===== config.mk =====
export PLATFORM = sky130hd
export DESIGN_NAME = hsv_to_rgb_pixel_top_flat
export DESIGN_NICKNAME = d
export VERILOG_FILES = /design/src/design/hsvp_pkg.sv /design/src/design/hsvp_if.sv /design/src/design/hsvp_front.sv /design/src/design/hsvp_terms.sv /design/src/design/hsvp_chan.sv /design/src/design/hsv_to_rgb_pixel_top.sv /design/src/flat_wrapper.sv
export VERILOG_INCLUDE_DIRS = /design/src /design/src/design
export SDC_FILE = /design/constraint.sdc
export NUM_CORES = 2
export LEC_CHECK = 0
export ABC_AREA = 1
export BUFFER_PORTS_ARGS = -buffer_cell sky130_fd_sc_hd__buf_2
export CAP_MARGIN = 0
export CELL_PAD_IN_SITES_DETAIL_PLACEMENT = 0
export CELL_PAD_IN_SITES_GLOBAL_PLACEMENT = 1
export CORE_ASPECT_RATIO = 0.8
export CORE_MARGIN = 2
export CORE_UTILIZATION = 46
export CTS_BUF_LIST = sky130_fd_sc_hd__clkbuf_4
export DETAILED_ROUTE_END_ITERATION = 7
export PLACE_DENSITY = 0.8
export SYNTH_ARGS = -nofsm -noshare
export SYNTH_HDL_FRONTEND = slang
export SYNTH_SLANG_ARGS = --single-unit

===== constraint.sdc =====
create_clock -name clk -period 6.9 [get_ports clk]
set_input_delay 0.345 -clock clk [delete_from_list [all_inputs] [get_ports clk]]
set_output_delay 0.345 -clock clk [all_outputs]
set_load 0.005 [all_outputs]

===== src/design/hsv_to_rgb_pixel_top_assert.svh =====
// ----------------------------------------------------------------------------
// hsv_to_rgb_pixel_top assertion macros
// Shorthand for clocked, reset-qualified checks used in the RTL.
// ----------------------------------------------------------------------------
`ifndef HSV_TO_RGB_PIXEL_TOP_ASSERT_SVH
`define HSV_TO_RGB_PIXEL_TOP_ASSERT_SVH

// Same-cycle implication: when ante holds, cons holds in that cycle.
`define HSVP_ASSERT_IMP(lbl, ante, cons, msg) \
  lbl: assert property (@(posedge clk) disable iff (!rst_n) (ante) |-> (cons)) \
    else $error(msg);

// Next-cycle implication: when ante holds, cons holds in the following cycle.
`define HSVP_ASSERT_NXT(lbl, ante, cons, msg) \
  lbl: assert property (@(posedge clk) disable iff (!rst_n) (ante) |=> (cons)) \
    else $error(msg);

`endif


===== src/design/hsvp_pkg.sv =====
// ----------------------------------------------------------------------------
// hsvp_pkg
// Shared widths, sector codes and pipeline control types for HSV to RGB.
// ----------------------------------------------------------------------------
package hsvp_pkg;

  localparam int IN_W   = 17;  // hue, saturation, brightness
  localparam int CHAN_W = 8;   // red, green, blue, alpha
  localparam int H6_W   = 20;  // hue * 6 fits in 20 bits

  // Sector of the color wheel; 5 also covers every sector beyond it.
  typedef enum logic [2:0] {
    SEC_0 = 3'd0,
    SEC_1 = 3'd1,
    SEC_2 = 3'd2,
    SEC_3 = 3'd3,
    SEC_4 = 3'd4,
    SEC_5 = 3'd5
  } hsvp_sector_t;

  // Per-stage load enables of the pipeline.
  typedef struct packed {
    logic s1;
    logic s2;
    logic s3;
    logic s4;
    logic s5;
  } hsvp_adv_t;

endpackage


===== src/design/hsvp_if.sv =====
// ----------------------------------------------------------------------------
// hsvp_in_if / hsvp_out_if
// Valid/ready channels carrying an HSV pixel in and an RGB pixel out.
// ----------------------------------------------------------------------------
interface hsvp_in_if;
  import hsvp_pkg::*;

  logic              valid;
  logic              ready;
  logic [IN_W-1:0]   hue;
  logic [IN_W-1:0]   saturation;
  logic [IN_W-1:0]   brightness;
  logic [CHAN_W-1:0] alpha_in;

  modport source (output valid, hue, saturation, brightness, alpha_in, input ready);
  modport sink   (input valid, hue, saturation, brightness, alpha_in, output ready);
endinterface

interface hsvp_out_if;
  import hsvp_pkg::*;

  logic              valid;
  logic              ready;
  logic [CHAN_W-1:0] red;
  logic [CHAN_W-1:0] green;
  logic [CHAN_W-1:0] blue;
  logic [CHAN_W-1:0] alpha_out;

  modport source (output valid, red, green, blue, alpha_out, input ready);
  modport sink   (input valid, red, green, blue, alpha_out, output ready);
endinterface


===== src/design/hsvp_front.sv =====
// ----------------------------------------------------------------------------
// hsvp_front
// Stage 1: scale hue by 6, split it into sector and fraction.
// ----------------------------------------------------------------------------
module hsvp_front #(
  parameter int FRAC_BITS = 16
) (
  input  logic                       clk,
  input  logic                       adv_s1,
  input  logic [hsvp_pkg::IN_W-1:0]   hue,
  input  logic [hsvp_pkg::IN_W-1:0]   saturation,
  input  logic [hsvp_pkg::IN_W-1:0]   brightness,
  input  logic [hsvp_pkg::CHAN_W-1:0] alpha_in,
  output hsvp_pkg::hsvp_sector_t      sec,
  output logic [FRAC_BITS-1:0]       frac,
  output logic [hsvp_pkg::IN_W-1:0]   sat,
  output logic [hsvp_pkg::IN_W-1:0]   val,
  output logic [hsvp_pkg::CHAN_W-1:0] alpha
);
  import hsvp_pkg::*;

  localparam int WX = (H6_W > FRAC_BITS + 1) ? H6_W : FRAC_BITS + 1;

  logic [H6_W-1:0]   h6;
  logic [WX-1:0]     h6x;
  logic [WX-1:0]     sec_big;
  hsvp_sector_t      sec_nxt;
  hsvp_sector_t      sec_r;
  logic [FRAC_BITS-1:0] frac_r;
  logic [IN_W-1:0]   sat_r;
  logic [IN_W-1:0]   val_r;
  logic [CHAN_W-1:0] alpha_r;

  always_comb begin
    h6      = {1'b0, hue, 2'b00} + {2'b00, hue, 1'b0};
    h6x     = WX'(h6);
    sec_big = h6x >> FRAC_BITS;
    if (sec_big >= WX'(SEC_5)) begin
      sec_nxt = SEC_5;
    end else begin
      sec_nxt = hsvp_sector_t'(sec_big[2:0]);
    end
  end

  always_ff @(posedge clk) begin
    if (adv_s1) begin
      sec_r   <= sec_nxt;
      frac_r  <= h6x[FRAC_BITS-1:0];
      sat_r   <= saturation;
      val_r   <= brightness;
      alpha_r <= alpha_in;
    end
  end

  assign sec   = sec_r;
  assign frac  = frac_r;
  assign sat   = sat_r;
  assign val   = val_r;
  assign alpha = alpha_r;
endmodule


===== src/design/hsvp_terms.sv =====
// ----------------------------------------------------------------------------
// hsvp_terms
// Stages 2-3: s*f and s*(1-f), then the products v(1-s), v(1-sf), v(1-s(1-f)).
// ----------------------------------------------------------------------------
module hsvp_terms #(
  parameter int FRAC_BITS = 16
) (
  input  logic                       clk,
  input  hsvp_pkg::hsvp_adv_t         adv,
  input  hsvp_pkg::hsvp_sector_t      sec_in,
  input  logic [FRAC_BITS-1:0]       frac,
  input  logic [hsvp_pkg::IN_W-1:0]   sat,
  input  logic [hsvp_pkg::IN_W-1:0]   val_in,
  input  logic [hsvp_pkg::CHAN_W-1:0] alpha_in,
  output logic signed [19+((FRAC_BITS > hsvp_pkg::IN_W) ? FRAC_BITS : hsvp_pkg::IN_W):0] p,
  output logic signed [19+((FRAC_BITS > hsvp_pkg::IN_W) ? FRAC_BITS : hsvp_pkg::IN_W):0] q,
  output logic signed [19+((FRAC_BITS > hsvp_pkg::IN_W) ? FRAC_BITS : hsvp_pkg::IN_W):0] t,
  output logic [hsvp_pkg::IN_W-1:0]   val_out,
  output logic                       grey,
  output hsvp_pkg::hsvp_sector_t      sec_out,
  output logic [hsvp_pkg::CHAN_W-1:0] alpha_out
);
  import hsvp_pkg::*;

  localparam int DW = ((FRAC_BITS > IN_W) ? FRAC_BITS : IN_W) + 2;
  localparam int PW = IN_W + 1 + DW;
  localparam logic [DW-1:0] ONE_D =
    {{(DW - FRAC_BITS - 1){1'b0}}, 1'b1, {FRAC_BITS{1'b0}}};

  // stage 2
  logic [IN_W+FRAC_BITS-1:0] prod_sf;
  logic [FRAC_BITS:0]        omf;
  logic [IN_W+FRAC_BITS:0]   prod_sg;
  logic [IN_W-1:0]   sf_r, sg_r, sat2_r, val2_r;
  hsvp_sector_t      sec2_r;
  logic [CHAN_W-1:0] alpha2_r;

  // stage 3
  logic signed [DW-1:0] d_p, d_q, d_t;
  logic signed [IN_W:0] v_s;
  logic signed [PW-1:0] p_r, q_r, t_r;
  logic [IN_W-1:0]      val3_r;
  logic                 grey3_r;
  hsvp_sector_t         sec3_r;
  logic [CHAN_W-1:0]    alpha3_r;

  always_comb begin
    prod_sf = sat * frac;
    omf     = {1'b1, {FRAC_BITS{1'b0}}} - {1'b0, frac};
    prod_sg = sat * omf;
  end

  always_ff @(posedge clk) begin
    if (adv.s2) begin
      sf_r     <= prod_sf[FRAC_BITS +: IN_W];
      sg_r     <= prod_sg[FRAC_BITS +: IN_W];
      sat2_r   <= sat;
      val2_r   <= val_in;
      sec2_r   <= sec_in;
      alpha2_r <= alpha_in;
    end
  end

  always_comb begin
    d_p = $signed(ONE_D - {{(DW - IN_W){1'b0}}, sat2_r});
    d_q = $signed(ONE_D - {{(DW - IN_W){1'b0}}, sf_r});
    d_t = $signed(ONE_D - {{(DW - IN_W){1'b0}}, sg_r});
    v_s = $signed({1'b0, val2_r});
  end

  always_ff @(posedge clk) begin
    if (adv.s3) begin
      p_r      <= v_s * d_p;
      q_r      <= v_s * d_q;
      t_r      <= v_s * d_t;
      val3_r   <= val2_r;
      grey3_r  <= (sat2_r == '0);
      sec3_r   <= sec2_r;
      alpha3_r <= alpha2_r;
    end
  end

  assign p         = p_r;
  assign q         = q_r;
  assign t         = t_r;
  assign val_out   = val3_r;
  assign grey      = grey3_r;
  assign sec_out   = sec3_r;
  assign alpha_out = alpha3_r;
endmodule


===== src/design/hsvp_chan.sv =====
// ----------------------------------------------------------------------------
// hsvp_chan
// Stages 4-5: convert each term to an 8-bit channel, then route by sector.
// ----------------------------------------------------------------------------
module hsvp_chan #(
  parameter int FRAC_BITS = 16
) (
  input  logic                       clk,
  input  hsvp_pkg::hsvp_adv_t         adv,
  input  logic signed [19+((FRAC_BITS > hsvp_pkg::IN_W) ? FRAC_BITS : hsvp_pkg::IN_W):0] p,
  input  logic signed [19+((FRAC_BITS > hsvp_pkg::IN_W) ? FRAC_BITS : hsvp_pkg::IN_W):0] q,
  input  logic signed [19+((FRAC_BITS > hsvp_pkg::IN_W) ? FRAC_BITS : hsvp_pkg::IN_W):0] t,
  input  logic [hsvp_pkg::IN_W-1:0]   val,
  input  logic                       grey,
  input  hsvp_pkg::hsvp_sector_t      sec,
  input  logic [hsvp_pkg::CHAN_W-1:0] alpha_in,
  output logic [hsvp_pkg::CHAN_W-1:0] red,
  output logic [hsvp_pkg::CHAN_W-1:0] green,
  output logic [hsvp_pkg::CHAN_W-1:0] blue,
  output logic [hsvp_pkg::CHAN_W-1:0] alpha_out
);
  import hsvp_pkg::*;

  localparam int DW = ((FRAC_BITS > IN_W) ? FRAC_BITS : IN_W) + 2;
  localparam int PW = IN_W + 1 + DW;

  logic [CHAN_W-1:0] cv_r, cp_r, cq_r, ct_r, alpha4_r;
  logic              grey4_r;
  hsvp_sector_t      sec4_r;
  logic [CHAN_W-1:0] red_nxt, green_nxt, blue_nxt;
  logic [CHAN_W-1:0] red_r, green_r, blue_r, alpha5_r;

  // floor(x * 255) >> 2F, zero for x <= 0, clamped at 255
  function automatic logic [CHAN_W-1:0] chan_wide(input logic signed [PW-1:0] x);
    logic [PW+7:0]     m;
    logic [PW+7:0]     y;
    logic [CHAN_W-1:0] c;
    m = {x, 8'h00} - {8'h00, x};
    y = m >> (2 * FRAC_BITS);
    if (x[PW-1] || (x == '0)) begin
      c = '0;
    end else if (|y[PW+7:CHAN_W]) begin
      c = '1;
    end else begin
      c = y[CHAN_W-1:0];
    end
    return c;
  endfunction

  // floor(v * 255) >> F, clamped at 255
  function automatic logic [CHAN_W-1:0] chan_val(input logic [IN_W-1:0] v);
    logic [IN_W+7:0]   m;
    logic [IN_W+7:0]   y;
    logic [CHAN_W-1:0] c;
    m = {v, 8'h00} - {8'h00, v};
    y = m >> FRAC_BITS;
    if (|y[IN_W+7:CHAN_W]) begin
      c = '1;
    end else begin
      c = y[CHAN_W-1:0];
    end
    return c;
  endfunction

  always_ff @(posedge clk) begin
    if (adv.s4) begin
      cv_r     <= chan_val(val);
      cp_r     <= chan_wide(p);
      cq_r     <= chan_wide(q);
      ct_r     <= chan_wide(t);
      grey4_r  <= grey;
      sec4_r   <= sec;
      alpha4_r <= alpha_in;
    end
  end

  always_comb begin
    red_nxt   = cv_r;
    green_nxt = cv_r;
    blue_nxt  = cv_r;
    if (!grey4_r) begin
      case (sec4_r)
        SEC_0: begin
          red_nxt = cv_r; green_nxt = ct_r; blue_nxt = cp_r;
        end
        SEC_1: begin
          red_nxt = cq_r; green_nxt = cv_r; blue_nxt = cp_r;
        end
        SEC_2: begin
          red_nxt = cp_r; green_nxt = cv_r; blue_nxt = ct_r;
        end
        SEC_3: begin
          red_nxt = cp_r; green_nxt = cq_r; blue_nxt = cv_r;
        end
        SEC_4: begin
          red_nxt = ct_r; green_nxt = cp_r; blue_nxt = cv_r;
        end
        default: begin
          red_nxt = cv_r; green_nxt = cp_r; blue_nxt = cq_r;
        end
      endcase
    end
  end

  always_ff @(posedge clk) begin
    if (adv.s5) begin
      red_r    <= red_nxt;
      green_r  <= green_nxt;
      blue_r   <= blue_nxt;
      alpha5_r <= alpha4_r;
    end
  end

  assign red       = red_r;
  assign green     = green_r;
  assign blue      = blue_r;
  assign alpha_out = alpha5_r;
endmodule


===== src/design/hsv_to_rgb_pixel_top.sv =====
// ----------------------------------------------------------------------------
// hsv_to_rgb_pixel_top
// HSV to RGB pixel converter, five-stage pipeline with alpha pass-through.
// ----------------------------------------------------------------------------
// Converts one HSV pixel (Q16 fixed point, 1.0 = 65536) to 8-bit RGB per
// clock. Hue split, saturation products, brightness products, channel
// scaling and sector routing each hold one register stage.
// Throughput is one item per cycle while the output side takes results; a
// stalled output holds its item and the stages behind it fill up, so bubbles
// are squeezed out before in_ch.ready drops. Zero saturation yields grey;
// hue of 1.0 or more uses the last sector mapping. Alpha is carried unchanged.
`include "hsv_to_rgb_pixel_top_assert.svh"

module hsv_to_rgb_pixel_top #(
  parameter int FRAC_BITS = 16
) (
  input  logic        clk,
  input  logic        rst_n,
  hsvp_in_if.sink     in_ch,
  hsvp_out_if.source  out_ch
);
  import hsvp_pkg::*;

  localparam int DW = ((FRAC_BITS > IN_W) ? FRAC_BITS : IN_W) + 2;
  localparam int PW = IN_W + 1 + DW;

  hsvp_adv_t         adv;
  logic [4:0]        vld_r, vld_nxt;
  logic              in_fire, out_fire;

  hsvp_sector_t         sec1, sec3;
  logic [FRAC_BITS-1:0] frac1;
  logic [IN_W-1:0]      sat1, val1, val3;
  logic [CHAN_W-1:0]    alpha1, alpha3;
  logic signed [PW-1:0] p3, q3, t3;
  logic                 grey3;

  // A stage loads when it is empty or its contents move on.
  always_comb begin
    adv.s5 = !vld_r[4] || out_ch.ready;
    adv.s4 = !vld_r[3] || adv.s5;
    adv.s3 = !vld_r[2] || adv.s4;
    adv.s2 = !vld_r[1] || adv.s3;
    adv.s1 = !vld_r[0] || adv.s2;

    vld_nxt[0] = adv.s1 ? in_ch.valid : vld_r[0];
    vld_nxt[1] = adv.s2 ? vld_r[0]    : vld_r[1];
    vld_nxt[2] = adv.s3 ? vld_r[1]    : vld_r[2];
    vld_nxt[3] = adv.s4 ? vld_r[2]    : vld_r[3];
    vld_nxt[4] = adv.s5 ? vld_r[3]    : vld_r[4];
  end

  always_ff @(posedge clk) begin
    if (!rst_n) begin
      vld_r <= '0;
    end else begin
      vld_r <= vld_nxt;
    end
  end

  assign in_ch.ready  = adv.s1;
  assign out_ch.valid = vld_r[4];
  assign in_fire      = in_ch.valid && in_ch.ready;
  assign out_fire     = out_ch.valid && out_ch.ready;

  hsvp_front #(.FRAC_BITS(FRAC_BITS)) u_front (
    .clk        (clk),
    .adv_s1     (adv.s1),
    .hue        (in_ch.hue),
    .saturation (in_ch.saturation),
    .brightness (in_ch.brightness),
    .alpha_in   (in_ch.alpha_in),
    .sec        (sec1),
    .frac       (frac1),
    .sat        (sat1),
    .val        (val1),
    .alpha      (alpha1)
  );

  hsvp_terms #(.FRAC_BITS(FRAC_BITS)) u_terms (
    .clk       (clk),
    .adv       (adv),
    .sec_in    (sec1),
    .frac      (frac1),
    .sat       (sat1),
    .val_in    (val1),
    .alpha_in  (alpha1),
    .p         (p3),
    .q         (q3),
    .t         (t3),
    .val_out   (val3),
    .grey      (grey3),
    .sec_out   (sec3),
    .alpha_out (alpha3)
  );

  hsvp_chan #(.FRAC_BITS(FRAC_BITS)) u_chan (
    .clk       (clk),
    .adv       (adv),
    .p         (p3),
    .q         (q3),
    .t         (t3),
    .val       (val3),
    .grey      (grey3),
    .sec       (sec3),
    .alpha_in  (alpha3),
    .red       (out_ch.red),
    .green     (out_ch.green),
    .blue      (out_ch.blue),
    .alpha_out (out_ch.alpha_out)
  );

  `HSVP_ASSERT_IMP(a_full_when_blocked, !in_ch.ready, &vld_r,
    "input blocked while a pipeline stage is empty")
  `HSVP_ASSERT_NXT(a_item_reaches_out, vld_r[3] && adv.s5, vld_r[4],
    "item lost between scaling and output stage")
  `HSVP_ASSERT_NXT(a_occupancy, 1'b1,
    $countones(vld_r) == $countones($past(vld_r)) + $past(in_fire) - $past(out_fire),
    "pipeline occupancy does not match accepted and delivered items")
endmodule

===== src/flat_wrapper.sv =====
// flat-port wrapper written by rule: the top's interface ports become plain ports
module hsv_to_rgb_pixel_top_flat import hsvp_pkg::*;
#(
  parameter int FRAC_BITS = 16
)
  (clk, rst_n, in_ch_valid, in_ch_hue, in_ch_saturation, in_ch_brightness, in_ch_alpha_in, in_ch_ready, out_ch_valid, out_ch_red, out_ch_green, out_ch_blue, out_ch_alpha_out, out_ch_ready);
  hsvp_in_if in_ch_i ();
  hsvp_out_if out_ch_i ();
  input  logic clk;
  input  logic rst_n;
  input wire logic [$bits(in_ch_i.valid)-1:0] in_ch_valid;
  input wire logic [$bits(in_ch_i.hue)-1:0] in_ch_hue;
  input wire logic [$bits(in_ch_i.saturation)-1:0] in_ch_saturation;
  input wire logic [$bits(in_ch_i.brightness)-1:0] in_ch_brightness;
  input wire logic [$bits(in_ch_i.alpha_in)-1:0] in_ch_alpha_in;
  output wire logic [$bits(in_ch_i.ready)-1:0] in_ch_ready;
  output wire logic [$bits(out_ch_i.valid)-1:0] out_ch_valid;
  output wire logic [$bits(out_ch_i.red)-1:0] out_ch_red;
  output wire logic [$bits(out_ch_i.green)-1:0] out_ch_green;
  output wire logic [$bits(out_ch_i.blue)-1:0] out_ch_blue;
  output wire logic [$bits(out_ch_i.alpha_out)-1:0] out_ch_alpha_out;
  input wire logic [$bits(out_ch_i.ready)-1:0] out_ch_ready;
  assign in_ch_i.valid = in_ch_valid;
  assign in_ch_i.hue = in_ch_hue;
  assign in_ch_i.saturation = in_ch_saturation;
  assign in_ch_i.brightness = in_ch_brightness;
  assign in_ch_i.alpha_in = in_ch_alpha_in;
  assign in_ch_ready = in_ch_i.ready;
  assign out_ch_valid = out_ch_i.valid;
  assign out_ch_red = out_ch_i.red;
  assign out_ch_green = out_ch_i.green;
  assign out_ch_blue = out_ch_i.blue;
  assign out_ch_alpha_out = out_ch_i.alpha_out;
  assign out_ch_i.ready = out_ch_ready;
  hsv_to_rgb_pixel_top #(.FRAC_BITS(FRAC_BITS)) u_core (.clk(clk), .rst_n(rst_n), .in_ch(in_ch_i), .out_ch(out_ch_i));
endmodule

## Word level (Yosys, flattened, before mapping)

Cells that the tools add are included.
W data, S select, Z words.

| storage, ports and cells | value |
|---|---|
| output and inout bits | 34 |
| word-level logic and storage cells | 87 |
| register bits | 361 |
| input bits | 63 |

| cells by class | value |
|---|---|
| mux-type cells | 9 |
| $add $sub $neg | 9 |
| reduce and logical (&&, ||, !) cells | 25 |
| multiply operators | 5 |
| magnitude comparators | 1 |
| equal/unequal tests | 4 |

Operators by type and width:

| kind | number |
|---|---|
| $sub A45 B37 Y45 | 3 |
| $logic_not A37 Y1 | 3 |
| $mul A18 B18 Y36 | 3 |
| $pmux W8 S3 | 3 |
| $sub A17 B17 Y18 const A | 3 |
| $mux W8 | 6 |
| $mul A17 B16 Y33 | 1 |
| $mul A17 B17 Y33 | 1 |
| $sub A25 B17 Y25 | 1 |
| $add A19 B18 Y20 | 1 |
| $logic_not A17 Y1 | 1 |
| $sub A17 B16 Y17 const A | 1 |
| $reduce_or A5 Y1 | 3 |
| $logic_or A1 B1 Y1 | 8 |
| $reduce_or A2 Y1 | 4 |
| $eq A3 B2 Y1 const B | 2 |
| $logic_not A1 Y1 | 5 |
| $ge A4 B3 Y1 const B | 1 |
| $eq A3 B1 Y1 const B | 1 |
| $eq A3 B3 Y1 const B | 1 |
| $logic_not A3 Y1 | 1 |

## Logic depth before layout (Yosys ltp)

| depth | value |
|---|---|
| word-level depth | 6 |
| mapped depth | 37 |
| gate-level depth less buffers | 35 |

## Modules after synthesis

From an unflattened synthesis, not the netlist that was laid out.

| unflattened totals | value |
|---|---|
| cells, all modules | 9512 |
| area total of the unflattened synthesis | 72966.2 µm² |

By module, submodules not included:

| module | sequential area each (µm²) | instances | cells an instance | area each (µm²) |
|---|---|---|---|---|
| hsvp_terms | 6486.2 | 1 | 7312 | 58815.2 |
| hsvp_chan | 2282.2 | 1 | 1905 | 11029.3 |
| hsvp_front | 1801.7 | 1 | 273 | 2922.8 |
| hsv_to_rgb_pixel_top | 100.1 | 1 | 22 | 198.9 |

## Worst setup path after synthesis

No wires, ideal clock.

| path | value |
|---|---|
| kind | register to register |
| start | register u_core.vld_r[4] |
| end | register u_core.u_terms.alpha2_r[0], enable pin |
| data required time | 6467 ps |
| cell stages (with the launch flop) | 10 |
| clock period less this slack | 7220 ps |
| path slack | -320 ps |
| data arrival time | 6787 ps |
| path buffers | 0 |
| setup time | 433 ps |
| path through | dfxtp_1 -> inv_1 -> nor2_1 -> inv_1 -> nor2_1 -> inv_1 -> nor2_1 -> inv_1 -> nor2_1 -> inv_1 |

RTL lines:

| what | RTL line | text |
|---|---|---|
| start: declaration | hsv_to_rgb_pixel_top.sv:28 | `logic [4:0] vld_r, vld_nxt;` |
| start signal: assignment | hsv_to_rgb_pixel_top.sv:57 | `vld_r <= vld_nxt;` |
| end signal: assignment | hsvp_terms.sv:60 | `alpha2_r <= alpha_in;` |
| end: declaration | hsvp_terms.sv:36 | `logic [CHAN_W-1:0] alpha2_r;` |

## Worst setup path in the final report

| path | value |
|---|---|
| start | register u_core.u_terms.sat2_r[0] |
| end | register u_core.u_terms.p_r[35] (netlist: u_core.u_terms.p[35]), data pin |

| on the way | value |
|---|---|
| cells in the longest elaborated chain, start to end | 2 |

RTL lines:

| what | RTL line | text |
|---|---|---|
| start: declaration | hsvp_terms.sv:34 | `logic [IN_W-1:0] sf_r, sg_r, sat2_r, val2_r;` |
| start signal: assignment | hsvp_terms.sv:57 | `sat2_r <= sat;` |
| $sub A17 B17 Y18 | hsvp_terms.sv:65 | `d_p = $signed(ONE_D - {{(DW - IN_W){1'b0}}, sat2_r});` |
| $mul A18 B18 Y36 | hsvp_terms.sv:73 | `p_r <= v_s * d_p;` |
| end signal: assignment | hsvp_terms.sv:73 |  |
| end: declaration | hsvp_terms.sv:41 | `logic signed [PW-1:0] p_r, q_r, t_r;` |

No other way between the ends.
A chain may end at the register's enable or synchronous reset.

==> impl_metrics.ini <==
[drt]
drt_iter0_markers = 5280
routed_wl_um = 224000
via_count = 59900
wire_per_inst_um = 19.4
vias_per_cell = 5.19
drtPass1Iterations = 6
final_antenna_net_count = 0
drc = 0

[worst_setup_path]
cp_slowest_cell = fa_1
cpMostUsedCell = fa_1
end_kind = flip-flop
cp.required_ns = 7.70
crit_path_start_kind = flip-flop
crit_arrival_ns = 7.64
rrSetupSlack_ns = 0.06
critPathMaxStageDelay_ns = 0.56
worstRegToRegCells = 29
cp_max_fo = 5
critPathKind = flip-flop to flip-flop

[die]
core_mm2 = 0.152
dieArea_mm2 = 0.157
die_y_um = 354
pin_count = 97
die-width_um = 442
start_util = 0.463
std_cell_rows = 128

[grt]
grt_pass1_wl_um = 351000
grt_max_degree = 128
grt_usage = 0.289
globalRouteOverflowTotal = 0
grt_antenna_before_repair = 7
grt_pass1_vias = 61200

[yosys]
synth-compound-area-share = 0.0535
syn_avg_cell_area_um2 = 7.90
synth-simple-area-share = 0.196
synth_edf_count = 352
synth_top_family_by_area = adder cells
synth_xor_area_frac = 0.0173
ys_seq_area_frac = 0.151
ys_top_cells_by_count = inv_1, nand2_1, fa_1, nor2_1, ha_1
yosysMostFrequentCell = inv_1
ys_ff_latch = 357
synthMuxAreaShare = 0
synth_top_area_frac = 0.318
syn_area_mm2 = 0.0705
synthFlopType = edfxtp_1
syn_inst = 8925
synth_adder_area_share = 0.447
synth.distinct_cells = 61
yosys-top-cells-area = fa_1, edfxtp_1, ha_1
ys_async_sr_fraction = 0
yosysWarnings = 0
synth_nets = 10800
yosys.area.top_type = fa_1

[clock_tree]
clock_sinks = 357
clockRootBuffer = clkbuf_4
cts_tree = done
htreeDepth = 3
cts.path.max_buffers = 3
numCtsBuffers = 98
clk_pin_slew_ns = 0.07
clk_latency_ns = 1.07

[sta]
layout_setup_ws_ns = 0.0633
setup_viol = 0
period_share = 0.991
maxSlewViolCount = 0
hold_viol = 0
setup_tns_ns = 0
worst_slew_pin_slew_ns = 1.19
fmax_mhz = 146
clock_skew_ns = 0.105
grt_setup_unrepaired = true
relSlewSlack = 0.205
post-route-min-period_ns = 6.84

[min_path]
min_path_type = input pin to flip-flop
holdPathStages = 2

[place]
dp_hpwl_um = 184000
dpl_worst_slack_ns = -0.0915
port_buffers = 96
dp_cells = 11200
place_congestion = 0.966

[cells_and_area]
fin_cells = 11600
fin_util = 0.528
nets = 11400
syn2layout_area_growth_pct = 13.9
drive_above_1_share = 0.115

[job]
cap_violations = 0

[outcome]
outcome = finished, final reports clean
## stage by stage
stage                     hold WS [ns]  area [um2]
after floorplan                  0.400       70500
after global placement           0.401       75700
after detailed placement         0.405       75700
after CTS                     0.000382       78200
after global routing            0.0138       80400
final                            0.126       80400
## worst max-delay path, delay by kind of cell (launching register included)
family	cells	cell delay (ns)
DFF	1	0.40
buffers and inverters	4	0.31
and+or+nand+nor	12	1.58
AOI/OAI and AO/OA	4	0.73
adders and majority gates	9	3.55
## sequential cells by signal, summed over array words and instances, names as in the netlist, 15 cells and up
name and flops:
u_core.u_terms.sat2_r 17, u_core.u_front.sat 17, u_core.u_terms.val_out 17, u_core.u_terms.t 36, u_core.u_terms.sf_r 17, u_core.u_terms.q 36
u_core.u_terms.val2_r 17, u_core.u_front.val 17, u_core.u_front.frac 15, u_core.u_terms.p 36, u_core.u_terms.sg_r 17
## per-layer routing
metal  global-route usage  wire, um  vias to the layer above
li1                     -         -                    28000
met1                0.428    103000                    29300
met2                0.436     95200                     2280
met3               0.0499     19700                      324
met4               0.0801      6800                        4
met5                    0        30                        -
## final cells by class
cell class / instances / area (um2)
Antenna cell: 4 / 10.0
Clock buffer: 125 / 938
Clock inverter: 47 / 350
Fill cell: 14700 / 71900
Inverter: 2267 / 8560
Multi-Input combinational cell: 6060 / 51900
Sequential cell: 357 / 10700
Tap cell: 2015 / 2520
Timing Repair Buffer: 675 / 5450
Timing Repair inverter: 2 / 12.5
## repair_timing
action	CTS	global route
gates cloned	0	2
setup endpoints to repair	14	72
gates resized for setup	19	420
hold buffers	118	0
buffers inserted	2	68
endpoints found under the hold margin	89	0
pin swaps	1	129
## worst paths after layout
check | endpoint | from
max | u_core.u_terms.p[35]$_DFFE_PP_ | u_core.u_terms.sat2_r[0]$_DFFE_PP_
min | u_core.u_front.val[16]$_DFFE_PP_ | in_ch_brightness[16]
max reg2reg | u_core.u_terms.p[35]$_DFFE_PP_ | u_core.u_terms.sat2_r[0]$_DFFE_PP_
min reg2reg | u_core.u_terms.val2_r[14]$_DFFE_PP_ | u_core.u_front.val[14]$_DFFE_PP_
## placed cells by master, fill, tap and decap left out, drive strengths merged, types with 118 or more instances in the layout
| master | n |
|---|---|
| a21oi | 310 |
| buf | 557 |
| clkbuf | 125 |
| dlygate4sd3 | 118 |
| edfxtp | 352 |
| fa | 1120 |
| ha | 729 |
| inv | 2257 |
| nand2 | 2065 |
| nand3 | 216 |
| nor2 | 879 |
| o21ai | 214 |
## kinds of logic after synthesis
| group | count (synthesis) |
|---|---|
| and+or+nand+nor | 3402 |
| DFF | 357 |
| AOI/OAI and AO/OA | 670 |
| xor gates and xnor gates | 139 |
| buffers and inverters | 2508 |
| adders and majority gates | 1849 |
Power is left out: the tool's default activity adds up to more than one toggle a clock period on the data nets, which glitch-free logic cannot reach.
